--- src/hw/rtl/pwf_pkg.sv ---
// Package: shared types, register map, pixel modes and palette for the pixel write formatter.
package pwf_pkg;

	localparam int PALETTE_ENTRIES = 16;
	localparam int FIXED_COLORS    = 16;
	localparam int NUM_CELLS       = (PALETTE_ENTRIES < FIXED_COLORS) ?
		PALETTE_ENTRIES : FIXED_COLORS;
	localparam int IDX_W           = $clog2(NUM_CELLS);
	localparam int FIX_W           = $clog2(FIXED_COLORS);
	localparam int DIST_W          = 18;
	localparam int ADDR_W          = 5;

	localparam logic [DIST_W-1:0] NO_MATCH_DIST = '1;

	localparam logic [23:0] PALETTE [FIXED_COLORS] = '{
		24'h000000, 24'hFFFFFF, 24'h1A1F3A, 24'h101428,
		24'h6A82FB, 24'h404458, 24'h9090A0, 24'hC0C0C8,
		24'hF0F0F5, 24'h101018, 24'hE04040, 24'h40C060,
		24'h4253D4, 24'h6E82FF, 24'hE0E5F0, 24'h80A0FF
	};

	typedef enum logic [2:0] {
		REG_ENABLE        = 3'd0,
		REG_PIXEL_MODE    = 3'd1,
		REG_SCREEN_WIDTH  = 3'd2,
		REG_SCREEN_HEIGHT = 3'd3,
		REG_ROW_PITCH     = 3'd4,
		REG_BASE_ADDRESS  = 3'd5
	} reg_idx_t;

	typedef enum logic [1:0] {
		MODE_32BPP = 2'd0,
		MODE_24BPP = 2'd1,
		MODE_8BPP  = 2'd2
	} pixel_mode_t;

	localparam logic [2:0] BYTES_32BPP = 3'd4;
	localparam logic [2:0] BYTES_24BPP = 3'd3;
	localparam logic [2:0] BYTES_8BPP  = 3'd1;

	typedef struct packed {
		logic signed [15:0] pos_x;
		logic signed [15:0] pos_y;
		logic [31:0]        color;
	} pixel_in_t;

	typedef struct packed {
		logic        write_valid;
		logic [31:0] write_address;
		logic [31:0] write_data;
		logic [2:0]  write_bytes;
	} pixel_out_t;

	typedef struct packed {
		logic        enable;
		logic [1:0]  pixel_mode;
		logic [12:0] screen_width;
		logic [12:0] screen_height;
		logic [14:0] row_pitch;
		logic [31:0] base_address;
	} cfg_t;

	// One transaction as it travels along the palette cells.
	typedef struct packed {
		logic              valid;
		logic              write_valid;
		logic              indexed;
		logic [31:0]       address;
		logic [31:0]       data;
		logic [2:0]        bytes;
		logic [23:0]       rgb;
		logic [IDX_W-1:0]  best_idx;
		logic [DIST_W-1:0] best_dist;
	} link_t;

	function automatic logic [23:0] palette_color(input logic [IDX_W-1:0] idx);
		return PALETTE[FIX_W'(idx)];
	endfunction

endpackage

--- src/hw/rtl/pwf_cell.sv ---
// Palette cell: measures the distance to one palette entry and keeps the nearest so far.
module pwf_cell (
	input  logic                       clk,
	input  logic                       arst_n,
	input  logic [pwf_pkg::IDX_W-1:0]  cell_index,
	input  pwf_pkg::link_t             link_in,
	output pwf_pkg::link_t             link_out
);
	import pwf_pkg::*;

	logic [23:0]       pal;
	logic [7:0]        dr, dg, db;
	logic [DIST_W-1:0] sq_dist;

	assign pal = palette_color(cell_index);

	always_comb begin
		dr = (link_in.rgb[23:16] > pal[23:16]) ? link_in.rgb[23:16] - pal[23:16]
			: pal[23:16] - link_in.rgb[23:16];
		dg = (link_in.rgb[15:8] > pal[15:8]) ? link_in.rgb[15:8] - pal[15:8]
			: pal[15:8] - link_in.rgb[15:8];
		db = (link_in.rgb[7:0] > pal[7:0]) ? link_in.rgb[7:0] - pal[7:0]
			: pal[7:0] - link_in.rgb[7:0];
		sq_dist = DIST_W'({8'd0, dr} * {8'd0, dr}) + DIST_W'({8'd0, dg} * {8'd0, dg})
			+ DIST_W'({8'd0, db} * {8'd0, db});
	end

	// Strictly closer only, so a tie keeps the lower index.
	always_ff @(posedge clk or negedge arst_n) begin
		if (!arst_n) begin
			link_out <= '0;
		end else begin
			link_out.valid       <= link_in.valid;
			link_out.write_valid <= link_in.write_valid;
			link_out.indexed     <= link_in.indexed;
			link_out.address     <= link_in.address;
			link_out.data        <= link_in.data;
			link_out.bytes       <= link_in.bytes;
			link_out.rgb         <= link_in.rgb;
			if (sq_dist < link_in.best_dist) begin
				link_out.best_idx  <= cell_index;
				link_out.best_dist <= sq_dist;
			end else begin
				link_out.best_idx  <= link_in.best_idx;
				link_out.best_dist <= link_in.best_dist;
			end
		end
	end

endmodule

--- config.mk ---
export PLATFORM = sky130hd
export DESIGN_NAME = pwf_cell
export DESIGN_NICKNAME = d
export VERILOG_FILES = /design/src/hw/rtl/pwf_pkg.sv /design/src/hw/rtl/pwf_cell.sv
export SDC_FILE = /design/constraint.sdc
export NUM_CORES = 1
export LEC_CHECK = 0
export BUFFER_PORTS_ARGS = -buffer_cell sky130_fd_sc_hd__buf_2
export CORE_MARGIN = 4
export CORE_UTILIZATION = 40
export CTS_CLUSTER_SIZE = 10
export DETAILED_ROUTE_END_ITERATION = 8
export SETUP_SLACK_MARGIN = 0.3
export SYNTH_ARGS = -nofsm -noshare
export SYNTH_HDL_FRONTEND = slang
export SYNTH_SLANG_ARGS = --single-unit
--- constraint.sdc ---
create_clock -name clk -period 0.9 [get_ports clk]
set_input_delay 0.18 -clock clk [delete_from_list [all_inputs] [get_ports clk]]
set_output_delay 0.18 -clock clk [all_outputs]
set_load 0.05 [all_outputs]
==> impl_metrics.csv <==
group,metric,value,unit
sta,worst-slew-pin-transition,0.465,ns
worst_setup_path,crit_type,"input port to register",
clock_network,root_buffer,"clkbuf_16",
routing,via_per_inst,4.66,
sta,hold_viol,16,
yosys,ys_warn_count,0,
place,io_buffers,237,
worst_setup_path,crit_path_max_incr_delay,0.55,ns
worst_setup_path,crit_slowest_cell,"fa_1",
sta,timing.final.setup_violations,141,
clock_network,htree_levels,4,
sta,worst_slack,-8.37,ns
place,place.gp.congestion,0.895,
final_layout,largest_reg_flops,116,
run_status,status,"finished with violations",
routing,drtIter0Drc,386,
final_layout,fin_cells,2197,
die,num_rows,62,
run_status,failed_checks,"negative hold slack, negative setup slack",
yosys,postSynthAreaPerCell,9.83,um2
yosys,ys_seq_area_frac,0.250,
grt,grt_pass1_vias,11500,
die,dieArea,31800,um2
yosys,synthCells,1179,
routing,totalWireLength,34700,um
sta,drv_slew,0,
sta,fin_crit_sh,10.3,
hold_path,min_path_type,"input port to register",
clock_network,cts_sinks,116,
die,num_io_pins,238,
grt,grt_pass1_wl,56200,um
clock_network,numCtsBuffers,17,
die,die_y,178,um
worst_setup_path,start_kind,"input port",
sta,rsz0062_at_grt,"true",
grt,antenna_found_initial,1,
yosys,yosys_register_bits,116,
routing,post_drt_wl_per_cell,15.8,um
sta,slew_headroom,0.689,
worst_setup_path,critPathTopFamily,"adder cells",
yosys,async_reset_ff_frac,1.00,
place,placed_area,15500,um2
final_layout,layout-drive-gt1-share,0.475,
grt,grt_max_degree,50,
yosys,synthFlopType,"dfrtp_1",
run,maxCapViolCount,0,
worst_setup_path,cp_max_fo,5,
final_layout,syn2layout_area_growth,61.9,%
sta,max_freq,108,MHz
clock_network,clock_path_buffers,2,
worst_setup_path,required,1.21,ns
worst_setup_path,end_kind,"register",
sta,holdWs,-0.0272,ns
worst_setup_path,cp_data_arrival_time,9.58,ns
place,dp_cells,2043,
worst_setup_path,crit_buf_inv,9,
sta,min_period,9.27,ns
yosys,synth.distinct_cells,59,
worst_setup_path,critical_path.most_common_cell,"fa_1",
routing,drc,0,
clock_network,cts_tree,"done",
grt,grtUsageTotal,0.222,
clock_network,clk_pin_slew,0.06,ns
grt,overflow,0,
die,core,28600,um2
final_layout,registers.top_by_ff_count,"link_out",
place,dp_hpwl,26300,um
final_layout,postLayoutCellArea,18800,um2
die,initial_utilization,0.405,
final_layout,mostFrequentLayoutCell,"buf_4",
final_layout,reg_top3,"link_out: 116 flops",
routing,ant_nets,0,
final_layout,nets,2211,
routing,drt_pass1_iterations,5,
final_layout,final_cell_mix,"291 x buf_4, 254 x inv_1, 137 x ha_1",
yosys,synth.cell_area,11600,um2
die,dieWidth,178,um
routing,vias,10200,
yosys,synth_nets,1591,
yosys,synth_edf_count,0,
==> routing by layer <==
metal  wire length [um]  up-vias  global-route usage
li1                   -     4932                   -
met1              14000     5018               0.271
met2              18400      240               0.412
met3               1760       41              0.0350
met4                592        0              0.0502
met5                  0        -                   0
==> worst paths after layout <==
| path | endpoint | slack (ns) | depth (start not counted) | start |
|---|---|---|---|---|
| max | link_out[13] | -8.37 | 43 | cell_index[1] |
| min | link_out[40] | -0.03 | 2 | link_in[40] |
| max in group asynchronous | link_out[3] | 0 | 3 | arst_n |
| min in group asynchronous | link_out[92] | 0.23 | 2 | arst_n |
==> synthesized netlist by cell type (3+ instances only) <==
cell type  count  share of area
dfrtp_1      116           0.25
nor2_1        83          0.027
nand2_1       55          0.018
nor2b_1       14         0.0076
fa_1         139           0.24
a21oi_1       53          0.023
a211oi_1       9         0.0058
mux2_2        16          0.016
a21boi_0       3         0.0019
ha_1         151           0.16
mux2i_1       15          0.013
inv_1        267          0.086
nor3_1        10         0.0043
nor3b_1        3         0.0019
nand3_1        3         0.0013
a31oi_1        7         0.0038
xor2_1        13         0.0098
or2_2         15         0.0081
and3_1         4         0.0022
clkbuf_1      28         0.0091
a221oi_1       3         0.0023
a21o_1        27          0.017
xnor2_1       21          0.016
o21ai_0       35          0.015
nand2b_1      28          0.015
nand4_1        8         0.0043
buf_2          3         0.0013
nand3b_1       6         0.0039
o21bai_1       6         0.0039
==> layout make-up <==
cell class	count	area (um2)
Antenna cell	1	2.50
Clock buffer	18	439
Clock inverter	14	154
Fill cell	2207	9860
Inverter	270	1020
Multi-Input combinational cell	762	8310
Sequential cell	116	3040
Tap cell	384	480
Timing Repair Buffer	632	5320
==> cell families (layout without fill, tap and decap cells) <==
kind of cell             count (synthesis)  in the layout  share of synthesized area
XOR/XNOR                                35             35                     0.0271
AO/OA/AOI/OAI                          166            166                     0.0923
other                                    0              1                          0
adder cells (fa/ha/maj)                290            290                      0.403
multiplexers                            31             31                     0.0285
AND/OR/NAND/NOR                        240            240                      0.101
flip-flops                             116            116                      0.250
buffers and inverters                  301            934                     0.0978
==> stage by stage <==
stage | setup WS (ns) | utilization | TNS, ns | hold WS [ns]
after floorplan | -8.43 | - | -183.75 | -0.116
after global placement | -8.92 | 0.542 | -194.90 | 0.0194
after detailed placement | -9.05 | 0.542 | -197.63 | 0.0213
after CTS | -8.34 | 0.639 | -216.84 | -0.0400
after global routing | -8.75 | 0.655 | -229.27 | -0.0376
final | -8.37 | 0.655 | -212.15 | -0.0272
==> what timing repair did <==
action,CTS,global route
setup endpoints to repair,138,254
gates cloned,4,0
endpoints found under the hold margin,218,131
pin swaps,40,58
gates resized for setup,321,94
hold buffers,78,1
setup buffers,26,13
Power is not shown: default switching activity piles up to over one toggle a cycle in this logic, so the estimate is an artifact.
