### src/hw/rtl/pwf_pkg.sv
// Package: shared types, register map, pixel modes and palette for the pixel write formatter.
package pwf_pkg;

	localparam int PALETTE_ENTRIES = 16;
	localparam int FIXED_COLORS    = 16;
	localparam int NUM_CELLS       = (PALETTE_ENTRIES < FIXED_COLORS) ?
		PALETTE_ENTRIES : FIXED_COLORS;
	localparam int IDX_W           = $clog2(NUM_CELLS);
	localparam int FIX_W           = $clog2(FIXED_COLORS);
	localparam int DIST_W          = 18;
	localparam int ADDR_W          = 5;

	localparam logic [DIST_W-1:0] NO_MATCH_DIST = '1;

	localparam logic [23:0] PALETTE [FIXED_COLORS] = '{
		24'h000000, 24'hFFFFFF, 24'h1A1F3A, 24'h101428,
		24'h6A82FB, 24'h404458, 24'h9090A0, 24'hC0C0C8,
		24'hF0F0F5, 24'h101018, 24'hE04040, 24'h40C060,
		24'h4253D4, 24'h6E82FF, 24'hE0E5F0, 24'h80A0FF
	};

	typedef enum logic [2:0] {
		REG_ENABLE        = 3'd0,
		REG_PIXEL_MODE    = 3'd1,
		REG_SCREEN_WIDTH  = 3'd2,
		REG_SCREEN_HEIGHT = 3'd3,
		REG_ROW_PITCH     = 3'd4,
		REG_BASE_ADDRESS  = 3'd5
	} reg_idx_t;

	typedef enum logic [1:0] {
		MODE_32BPP = 2'd0,
		MODE_24BPP = 2'd1,
		MODE_8BPP  = 2'd2
	} pixel_mode_t;

	localparam logic [2:0] BYTES_32BPP = 3'd4;
	localparam logic [2:0] BYTES_24BPP = 3'd3;
	localparam logic [2:0] BYTES_8BPP  = 3'd1;

	typedef struct packed {
		logic signed [15:0] pos_x;
		logic signed [15:0] pos_y;
		logic [31:0]        color;
	} pixel_in_t;

	typedef struct packed {
		logic        write_valid;
		logic [31:0] write_address;
		logic [31:0] write_data;
		logic [2:0]  write_bytes;
	} pixel_out_t;

	typedef struct packed {
		logic        enable;
		logic [1:0]  pixel_mode;
		logic [12:0] screen_width;
		logic [12:0] screen_height;
		logic [14:0] row_pitch;
		logic [31:0] base_address;
	} cfg_t;

	// One transaction as it travels along the palette cells.
	typedef struct packed {
		logic              valid;
		logic              write_valid;
		logic              indexed;
		logic [31:0]       address;
		logic [31:0]       data;
		logic [2:0]        bytes;
		logic [23:0]       rgb;
		logic [IDX_W-1:0]  best_idx;
		logic [DIST_W-1:0] best_dist;
	} link_t;

	function automatic logic [23:0] palette_color(input logic [IDX_W-1:0] idx);
		return PALETTE[FIX_W'(idx)];
	endfunction

endpackage

### src/hw/rtl/pwf_front.sv
// Front end: clip test, mode decode and address arithmetic ahead of the palette cells.
module pwf_front (
	input  logic               clk,
	input  logic               arst_n,
	input  logic               accept,
	input  pwf_pkg::pixel_in_t pixel,
	input  pwf_pkg::cfg_t      cfg,
	output pwf_pkg::link_t     head
);
	import pwf_pkg::*;

	logic        valid_s1, wr_s1, indexed_s1;
	logic [12:0] x_s1, y_s1;
	logic [2:0]  bytes_s1;
	logic [31:0] color_s1;

	logic        valid_s2, wr_s2, indexed_s2;
	logic [27:0] row_off_s2;
	logic [14:0] col_off_s2;
	logic [2:0]  bytes_s2;
	logic [31:0] color_s2;

	logic        hit;
	logic [2:0]  bytes_d;
	logic        indexed_d;
	logic [14:0] col_off_d;

	// Drop writes that are disabled or off screen; negative values fail the compare.
	assign hit = cfg.enable
		&& (unsigned'(pixel.pos_x) < {3'b000, cfg.screen_width})
		&& (unsigned'(pixel.pos_y) < {3'b000, cfg.screen_height});

	always_comb begin
		unique case (cfg.pixel_mode)
			MODE_32BPP: begin
				bytes_d   = BYTES_32BPP;
				indexed_d = 1'b0;
			end
			MODE_24BPP: begin
				bytes_d   = BYTES_24BPP;
				indexed_d = 1'b0;
			end
			default: begin
				bytes_d   = BYTES_8BPP;
				indexed_d = 1'b1;
			end
		endcase
	end

	always_ff @(posedge clk or negedge arst_n) begin
		if (!arst_n) begin
			valid_s1 <= 1'b0;
			valid_s2 <= 1'b0;
		end else begin
			valid_s1 <= accept;
			valid_s2 <= valid_s1;
		end
	end

	always_ff @(posedge clk) begin
		wr_s1      <= hit;
		indexed_s1 <= indexed_d;
		bytes_s1   <= bytes_d;
		x_s1       <= pixel.pos_x[12:0];
		y_s1       <= pixel.pos_y[12:0];
		color_s1   <= pixel.color;
	end

	always_comb begin
		case (bytes_s1)
			BYTES_32BPP: col_off_d = {x_s1, 2'b00};
			BYTES_24BPP: col_off_d = {2'b00, x_s1} + {1'b0, x_s1, 1'b0};
			default:     col_off_d = {2'b00, x_s1};
		endcase
	end

	always_ff @(posedge clk) begin
		wr_s2      <= wr_s1;
		indexed_s2 <= indexed_s1;
		bytes_s2   <= bytes_s1;
		color_s2   <= color_s1;
		row_off_s2 <= {15'd0, y_s1} * {13'd0, cfg.row_pitch};
		col_off_s2 <= col_off_d;
	end

	always_ff @(posedge clk or negedge arst_n) begin
		if (!arst_n) begin
			head <= '0;
		end else begin
			head.valid       <= valid_s2;
			head.write_valid <= wr_s2;
			head.indexed     <= indexed_s2;
			head.address     <= cfg.base_address + {4'd0, row_off_s2} + {17'd0, col_off_s2};
			head.data        <= indexed_s2 ? 32'd0 : ((bytes_s2 == BYTES_24BPP) ?
				{8'd0, color_s2[23:0]} : color_s2);
			head.bytes       <= bytes_s2;
			head.rgb         <= color_s2[23:0];
			head.best_idx    <= '0;
			head.best_dist   <= NO_MATCH_DIST;
		end
	end

endmodule

### config.mk
export PLATFORM = sky130hd
export DESIGN_NAME = pwf_front
export DESIGN_NICKNAME = d
export VERILOG_FILES = /design/src/hw/rtl/pwf_pkg.sv /design/src/hw/rtl/pwf_front.sv
export SDC_FILE = /design/constraint.sdc
export NUM_CORES = 1
export LEC_CHECK = 0
export ABC_CLOCK_PERIOD_IN_PS = 7300
export BUFFER_PORTS_ARGS = -buffer_cell sky130_fd_sc_hd__buf_2
export CORE_MARGIN = 4
export CORE_UTILIZATION = 59
export CTS_BUF_LIST = sky130_fd_sc_hd__clkbuf_8
export CTS_CLUSTER_SIZE = 12
export DETAILED_ROUTE_END_ITERATION = 8
export PLACE_DENSITY = 0.82
export SETUP_SLACK_MARGIN = 0.4
export SYNTH_ARGS = -nofsm -noshare
export SYNTH_HDL_FRONTEND = slang
export SYNTH_SLANG_ARGS = --single-unit
export TNS_END_PERCENT = 10
### constraint.sdc
create_clock -name clk -period 7.3 [get_ports clk]
set_input_delay 0.365 -clock clk [delete_from_list [all_inputs] [get_ports clk]]
set_output_delay 0.365 -clock clk [all_outputs]
set_load 0.02 [all_outputs]
==> qor.yml, run 1 <==
sta:
  tns_ns: 0
  setup_viol: 0
  finalMaxSlewViolations: 0
  relSlewSlack_pct: 32.4
  tightestPinTransition_ns: 1.01
  hold_violations: 0
  min_period_over_period_pct: 80.8
  period_needed_ns: 5.90
  skew_ns: 0.0421
  rsz0062_at_grt: "no"
  max_freq_mhz: 169
routing:
  vias_per_cell: 5.16
  wl_per_cell_microns: 16.7
  via_count: 11000
  dr.first_iter.drc_count: 538
  first_pass_iters: 4
  antenna_left: 0
  drc_errors: 0
  wl_microns: 35700
clock_tree:
  postCtsSetupRepairBufs: 0
  htree_levels: 2
  numCtsBuffers: 39
  clockBufferDepth: 3
  cts_tree: "done"
  cts-root-buf: "clkbuf_8"
  clock_latency_ns: 0.55
  numClockSinks: 240
  path_clk_slew_ns: 0.06
floorplanning:
  die_w_microns: 169
  die_h_microns: 169
  io_pins: 259
  core_sq_um: 25300
  num_rows: 58
  dieArea_sq_um: 28500
  start_util_pct: 60.2
synth:
  ys_ff_latch: 240
  synth.cell_area_sq_um: 15200
  synth_edf_count: 0
  yosysWarnings: 0
  synthCells: 1464
  synth_ff_type: "dfxtp_1"
  synth_cell_type_count: 54
  ys_async_sr_fraction_pct: 40.4
  yosysSeqAreaShare_pct: 34.7
  synth_area_per_cell_sq_um: 10.4
grt:
  overflow: 0
  grt_max_degree: 66
  grt_pass1_vias: 11800
  grt_pass1_wl_microns: 58700
  antenna_found_initial: 2
  grt_use_total_pct: 25.5
worst_hold_path:
  hold_class: "input pin to register"
  hold-path-cell-count: 2
setup_path:
  worst_ep_arrival_time_ns: 6.33
  cp.required_ns: 7.73
  start_kind: "register"
  rr_worst_depth: 18
  end_kind: "register"
  worstSetupPathType: "register to register"
  critical_path.max_fanout: 15
pwr:
  total_power_mw: 6.96
  peakVddDrop_uv: 223
  p_leak_nw: 9.44
  p_per_area_nw_per_um2: 383
final_layout:
  design_area_sq_um: 18200
  drive_above_1_share_pct: 18.2
  final_nets: 2223
  area_growth_syn_to_layout_pct: 19.2
  final_util_pct: 71.7
place:
  portBuffers: 254
  gp_congestion: 0.876
  dp_hpwl_microns: 26700
  dpl_cell_area_sq_um: 16700
outcome:
  status: "complete, no violations"
run:
  drv_cap: 0
[worst max-delay path: stages (launching register included)]
cell and delay, ns:
dfxtp_1 0.71, nand2_1 0.18, fa_1 0.54, fa_1 0.56
inv_1 0.07, fa_1 0.46, fa_1 0.54, inv_1 0.05
fa_1 0.52, inv_1 0.04, ha_1 0.34, a211o_1 0.33
a211oi_1 0.18, o21ai_1 0.16, o31a_1 0.32, nand4_1 0.11
a41oi_1 0.15, a311o_1 0.36, xor2_1 0.15
[placed cells by master (no fill, tap or decap), drive strengths merged, types with 10 or more instances in the layout]
| cell type | n |
|---|---|
| fa | 160 |
| a22oi | 11 |
| dfxtp | 143 |
| a21o | 32 |
| nor3 | 13 |
| o21bai | 12 |
| o21ai | 40 |
| dfrtp | 97 |
| dlygate4sd3 | 62 |
| a211oi | 10 |
| nor2b | 30 |
| ha | 151 |
| inv | 260 |
| nand2b | 12 |
| buf | 256 |
| clkbuf | 50 |
| a21oi | 51 |
| nand3 | 11 |
| nand2 | 124 |
| and2 | 106 |
| xor2 | 14 |
| xnor2 | 45 |
| nor2 | 34 |
[synth_stat cells (all sizes together) (34+ instances only)]
master	number	area, sq um
ha	151	1890
xnor2	45	394
nor2	34	128
dfxtp	143	2860
dfrtp	97	2430
nand2	124	465
o21ai	40	200
fa	160	3200
and2	106	663
inv	245	920
a21oi	51	255
clkbuf	36	135
[per-stage QoR]
step / cells / worst slack [ns] / hold WS [ns]
after detailed placement: 1996 / 1.41 / 0.312
after floorplan: 1467 / 1.87 / 0.0694
after CTS: 2129 / 1.41 / 0.00940
after global routing: 2130 / 1.11 / 0.0259
after global placement: 1996 / 1.53 / 0.310
final: 2130 / 1.40 / 0.0394
[logic make-up after synthesis]
kind of cell	synth area share [%]
buf+inv	7.95
mux	0.0657
fa+ha+maj	33.4
simple gates	11.9
other cells	0.0493
compound gates	8.47
flops	34.7
xor+xnor	3.39
[flip-flops by register name, summed over array words and instances (netlist names)]
register and cells:
x_s1 13, indexed_s1 1, y_s1 13, bytes_s1 3, col_off_s2 15, bytes_s2 3
row_off_s2 28, head 95, wr_s2 1, color_s2 32, valid_s1 1, color_s1 32
wr_s1 1, valid_s2 1, indexed_s2 1
[where the power goes]
group / total [mW] / internal (mW) / switching, mW
registers: 1.70 / 1.60 / 0.107
clock network: 1.27 / 0.732 / 0.540
logic: 3.99 / 1.74 / 2.25
[final timing paths]
kind                                     start  slack [ns]                      to
setup / recovery               y_s1[6]$_DFF_P_        1.40  row_off_s2[26]$_DFF_P_
hold / removal                         cfg[29]        0.04     head[110]$_DFF_PN0_
setup reg to reg               y_s1[6]$_DFF_P_        1.40  row_off_s2[26]$_DFF_P_
hold reg to reg            color_s1[4]$_DFF_P_        0.31     color_s2[4]$_DFF_P_
max in group asynchronous               arst_n        5.79      head[33]$_DFF_PN0_
min in group asynchronous               arst_n        0.31      head[48]$_DFF_PN0_
[layout make-up]
class	instances	area [sq um]
multi-input cells	925	8750
fillers	1772	7170
flip-flops and latches	240	5290
repair buffers	318	1910
inverters	245	920
clock buffers	50	688
well taps	330	413
clock inverters	21	189
diodes	1	2.50
[per-layer routing]
metal / up-vias / track usage (%) / part of all wire (%)
li1: 5231 / - / -
met1: 5307 / 31.7 / 40
met2: 373 / 45.2 / 50
met3: 75 / 4.51 / 6.7
met4: 2 / 8.05 / 2.7
met5: - / 0 / 0.036
[what timing repair did]
| action | CTS | global route |
|---|---|---|
| resized for setup | 0 | 0 |
| setup endpoints to repair | 0 | 0 |
| endpoints found under the hold margin | 95 | 0 |
| hold buffers | 62 | 0 |
No activity file was read; power rests on OpenSTA's default activity.
==> inputs of run 2 (changes only) <==
Settings changed: ABC_CLOCK_PERIOD_IN_PS 7300 to 4870, CORE_UTILIZATION 59 to 53, PLACE_DENSITY 0.82 to 0.78.
Clock period 7.3 ns to 4.87 ns, I/O delays scaled along.
==> run 2 against run 1 <==
  * Clock skew fell by 0.019 ns
  * Critical path type unchanged
  * Largest power group unchanged
  * Via count rose by 2.4%
  * The flow now finishes with violations (setup timing)
  * Critical path depth rose by 5
  * Combinational power rose by 85%
  * Sequential share of layout area fell by 1.7 points
==> qor.yml, run 2 (same netlist as run 1, synthesis figures left out) <==
clock_tree:
  numCtsBuffers: 40  # +2.6%
  clockBufferDepth: 3  # unchanged
  clock_latency_ns: 0.55  # about the same
  cts_tree: "done"
  htree_levels: 2  # unchanged
  numClockSinks: 240  # unchanged
  cts-root-buf: "clkbuf_8"
  path_clk_slew_ns: 0.05  # about the same
routing:
  antenna_left: 0  # unchanged
  wl_per_cell_microns: 15.5  # -7.4%
  dr.first_iter.drc_count: 498  # -7.4%
  wl_microns: 35700  # about the same
  first_pass_iters: 6  # +2
  vias_per_cell: 4.89  # -5.3%
  via_count: 11300  # +2.4%
  drc_errors: 0  # unchanged
sta:
  tightestPinTransition_ns: 0.933  # -0.0794 ns
  max_freq_mhz: 188  # +11%
  rsz0062_at_grt: "yes"
  setup_viol: 10  # +10
  finalMaxSlewViolations: 0  # unchanged
  min_period_over_period_pct: 109  # +29 points
  hold_violations: 0  # unchanged
  tns_ns: -3.10  # -3.10 ns
  skew_ns: 0.0231  # -0.0190 ns
  setup_ws_ns: -0.457  # -1.86 ns
  period_needed_ns: 5.33  # -0.573 ns
  relSlewSlack_pct: 37.7  # +5.3 points
grt:
  overflow: 0  # unchanged
  grt_pass1_vias: 12200  # +2.7%
  grt_use_total_pct: 23.3  # -2.2 points
  grt_pass1_wl_microns: 59200  # +0.83%
  antenna_found_initial: 5  # +3
  grt_max_degree: 66  # unchanged
outcome:
  status: "complete, but fails checks"
  violations: "setup timing"
setup_path:
  worstSetupPathType: "register to register"
  start_kind: "register"
  cp.required_ns: 5.30  # -2.43 ns
  end_kind: "register"
  critical_path.max_fanout: 5  # -10
  rr_worst_depth: 23  # +5
  r2r-start: "y_s1[1]$_DFF_P_"
  worstReg2RegEnd: "row_off_s2[17]$_DFF_P_"
  r2r_setup_slack_ns: -0.46  # -1.86 ns
  worst_ep_arrival_time_ns: 5.76  # -0.57 ns
place:
  dpl.cell_count: 2142  # +7.3%
  dp_hpwl_microns: 27500  # +3.0%
  portBuffers: 254  # unchanged
  gp_congestion: 0.888  # +1.4%
  dpl_worst_slack_ns: -0.496  # -1.91 ns
worst_hold_path:
  hold-path-cell-count: 3  # +1
  hold_class: "input pin to register"
  worstHoldEndpoint: "wr_s1$_DFF_P_"
  min_from: "pixel[63]"
final_layout:
  most-common-layout-cells: "inv_1, buf_2, fa_1"
  reg_top3: "head: 95 flops, color_s1: 32 flops, color_s2: 32 flops"
  area_growth_syn_to_layout_pct: 27.4
  instances_no_fill: 2303  # +8.1%
  largest_reg_flops: 95  # unchanged
  largest-register: "head"
  final_nets: 2344  # +5.4%
  drive_above_1_share_pct: 26.1  # +7.9 points
floorplanning:
  io_pins: 259  # unchanged
  num_rows: 61  # +5.2%
  start_util_pct: 54.3  # -5.9 points
  die_w_microns: 178  # +5.2%
  dieArea_sq_um: 31500  # +11%
  core_sq_um: 28100  # +11%
  die_h_microns: 178  # +5.2%
pwr:
  p_leak_nw: 10.1  # +6.6%
  p_per_area_nw_per_um2: 608  # +59%
  peakVddDrop_uv: 438  # +96%
  total_power_mw: 11.8  # +70%
run:
  drv_cap: 0  # unchanged
## run 2: changes by cell type in the layout (fill, tap and decap cells not counted), moves of 9 or more
cell,previous run,this run
and2_1,106,96
and2_4,0,10
buf_4,3,111
dfxtp_1,143,133
inv_2,0,9
## run 2: report_power, final
| part | total, mW | internal [mW] | switching, mW |
|---|---|---|---|
| Combinational | 7.39 | 3.60 | 3.79 |
| Sequential | 2.53 | 2.39 | 0.139 |
| Clock | 1.89 | 1.08 | 0.810 |
## run 2: routing by layer
layer | up-vias | track usage, % | part of all wire [%] | routed length [microns]
li1 | 5470 | - | - | -
met2 | 343 | 41.8 | 50 | 17800
met5 | - | 0 | 0.087 | 31
met3 | 76 | 4.81 | 6.9 | 2460
met4 | 4 | 7.09 | 2.6 | 945
met1 | 5358 | 28.2 | 41 | 14500
## run 2: final cells by class
cell class	count	area (sq um)
clock inverter	29	248
timing repair buffer	438	2870
sequential	240	5320
fill	2119	8670
clock buffer	45	619
multi-input combinational	925	8960
inverter	245	920
antenna	3	7.51
tap	378	473
## run 2: worst max-delay path: stages, from the launching register on
cell,delay (ns)
dfxtp_4,0.36
buf_6,0.13
and2_4,0.13
fa_1,0.54
inv_2,0.04
fa_1,0.49
inv_1,0.05
fa_1,0.46
fa_1,0.51
inv_2,0.04
fa_1,0.51
inv_2,0.05
ha_4,0.16
a21o_1,0.15
a21o_1,0.16
or3_4,0.37
o211ai_1,0.30
buf_4,0.17
buf_4,0.09
buf_4,0.09
buf_4,0.09
buf_4,0.09
nand3b_1,0.08
xor2_1,0.15
## run 2: how the worst max path moves through the flow
stage | slack (ns) | endpoint | startpoint
final | -0.46 | row_off_s2[17]$_DFF_P_ | y_s1[1]$_DFF_P_
after global routing | -0.71 | row_off_s2[27]$_DFF_P_ | y_s1[1]$_DFF_P_
after CTS | -0.42 | row_off_s2[27]$_DFF_P_ | y_s1[1]$_DFF_P_
after detailed placement | -0.50 | row_off_s2[27]$_DFF_P_ | cfg[39]
after global placement | -0.46 | row_off_s2[27]$_DFF_P_ | cfg[39]
after floorplan | -0.27 | row_off_s2[26]$_DFF_P_ | y_s1[1]$_DFF_P_
## run 2: metrics by stage
step	util [%]	instance area, sq um	hold slack (ns)
4_1_cts	69.0	19400	0.0479
6_report	69.1	19400	0.0838
2_1_floorplan	-	15500	-0.0521
5_1_grt	69.1	19400	0.136
3_5_place_dp	62.6	17600	0.220
3_3_place_gp	62.6	17600	0.214
## run 2: what timing repair did
item | in CTS | in global routing
hold endpoints to repair | 99 | 0
setup buffers | 17 | 0
setup endpoints to repair | 17 | 19
hold buffers | 67 | 0
resized for setup | 38 | 13
pin swaps | 52 | 11
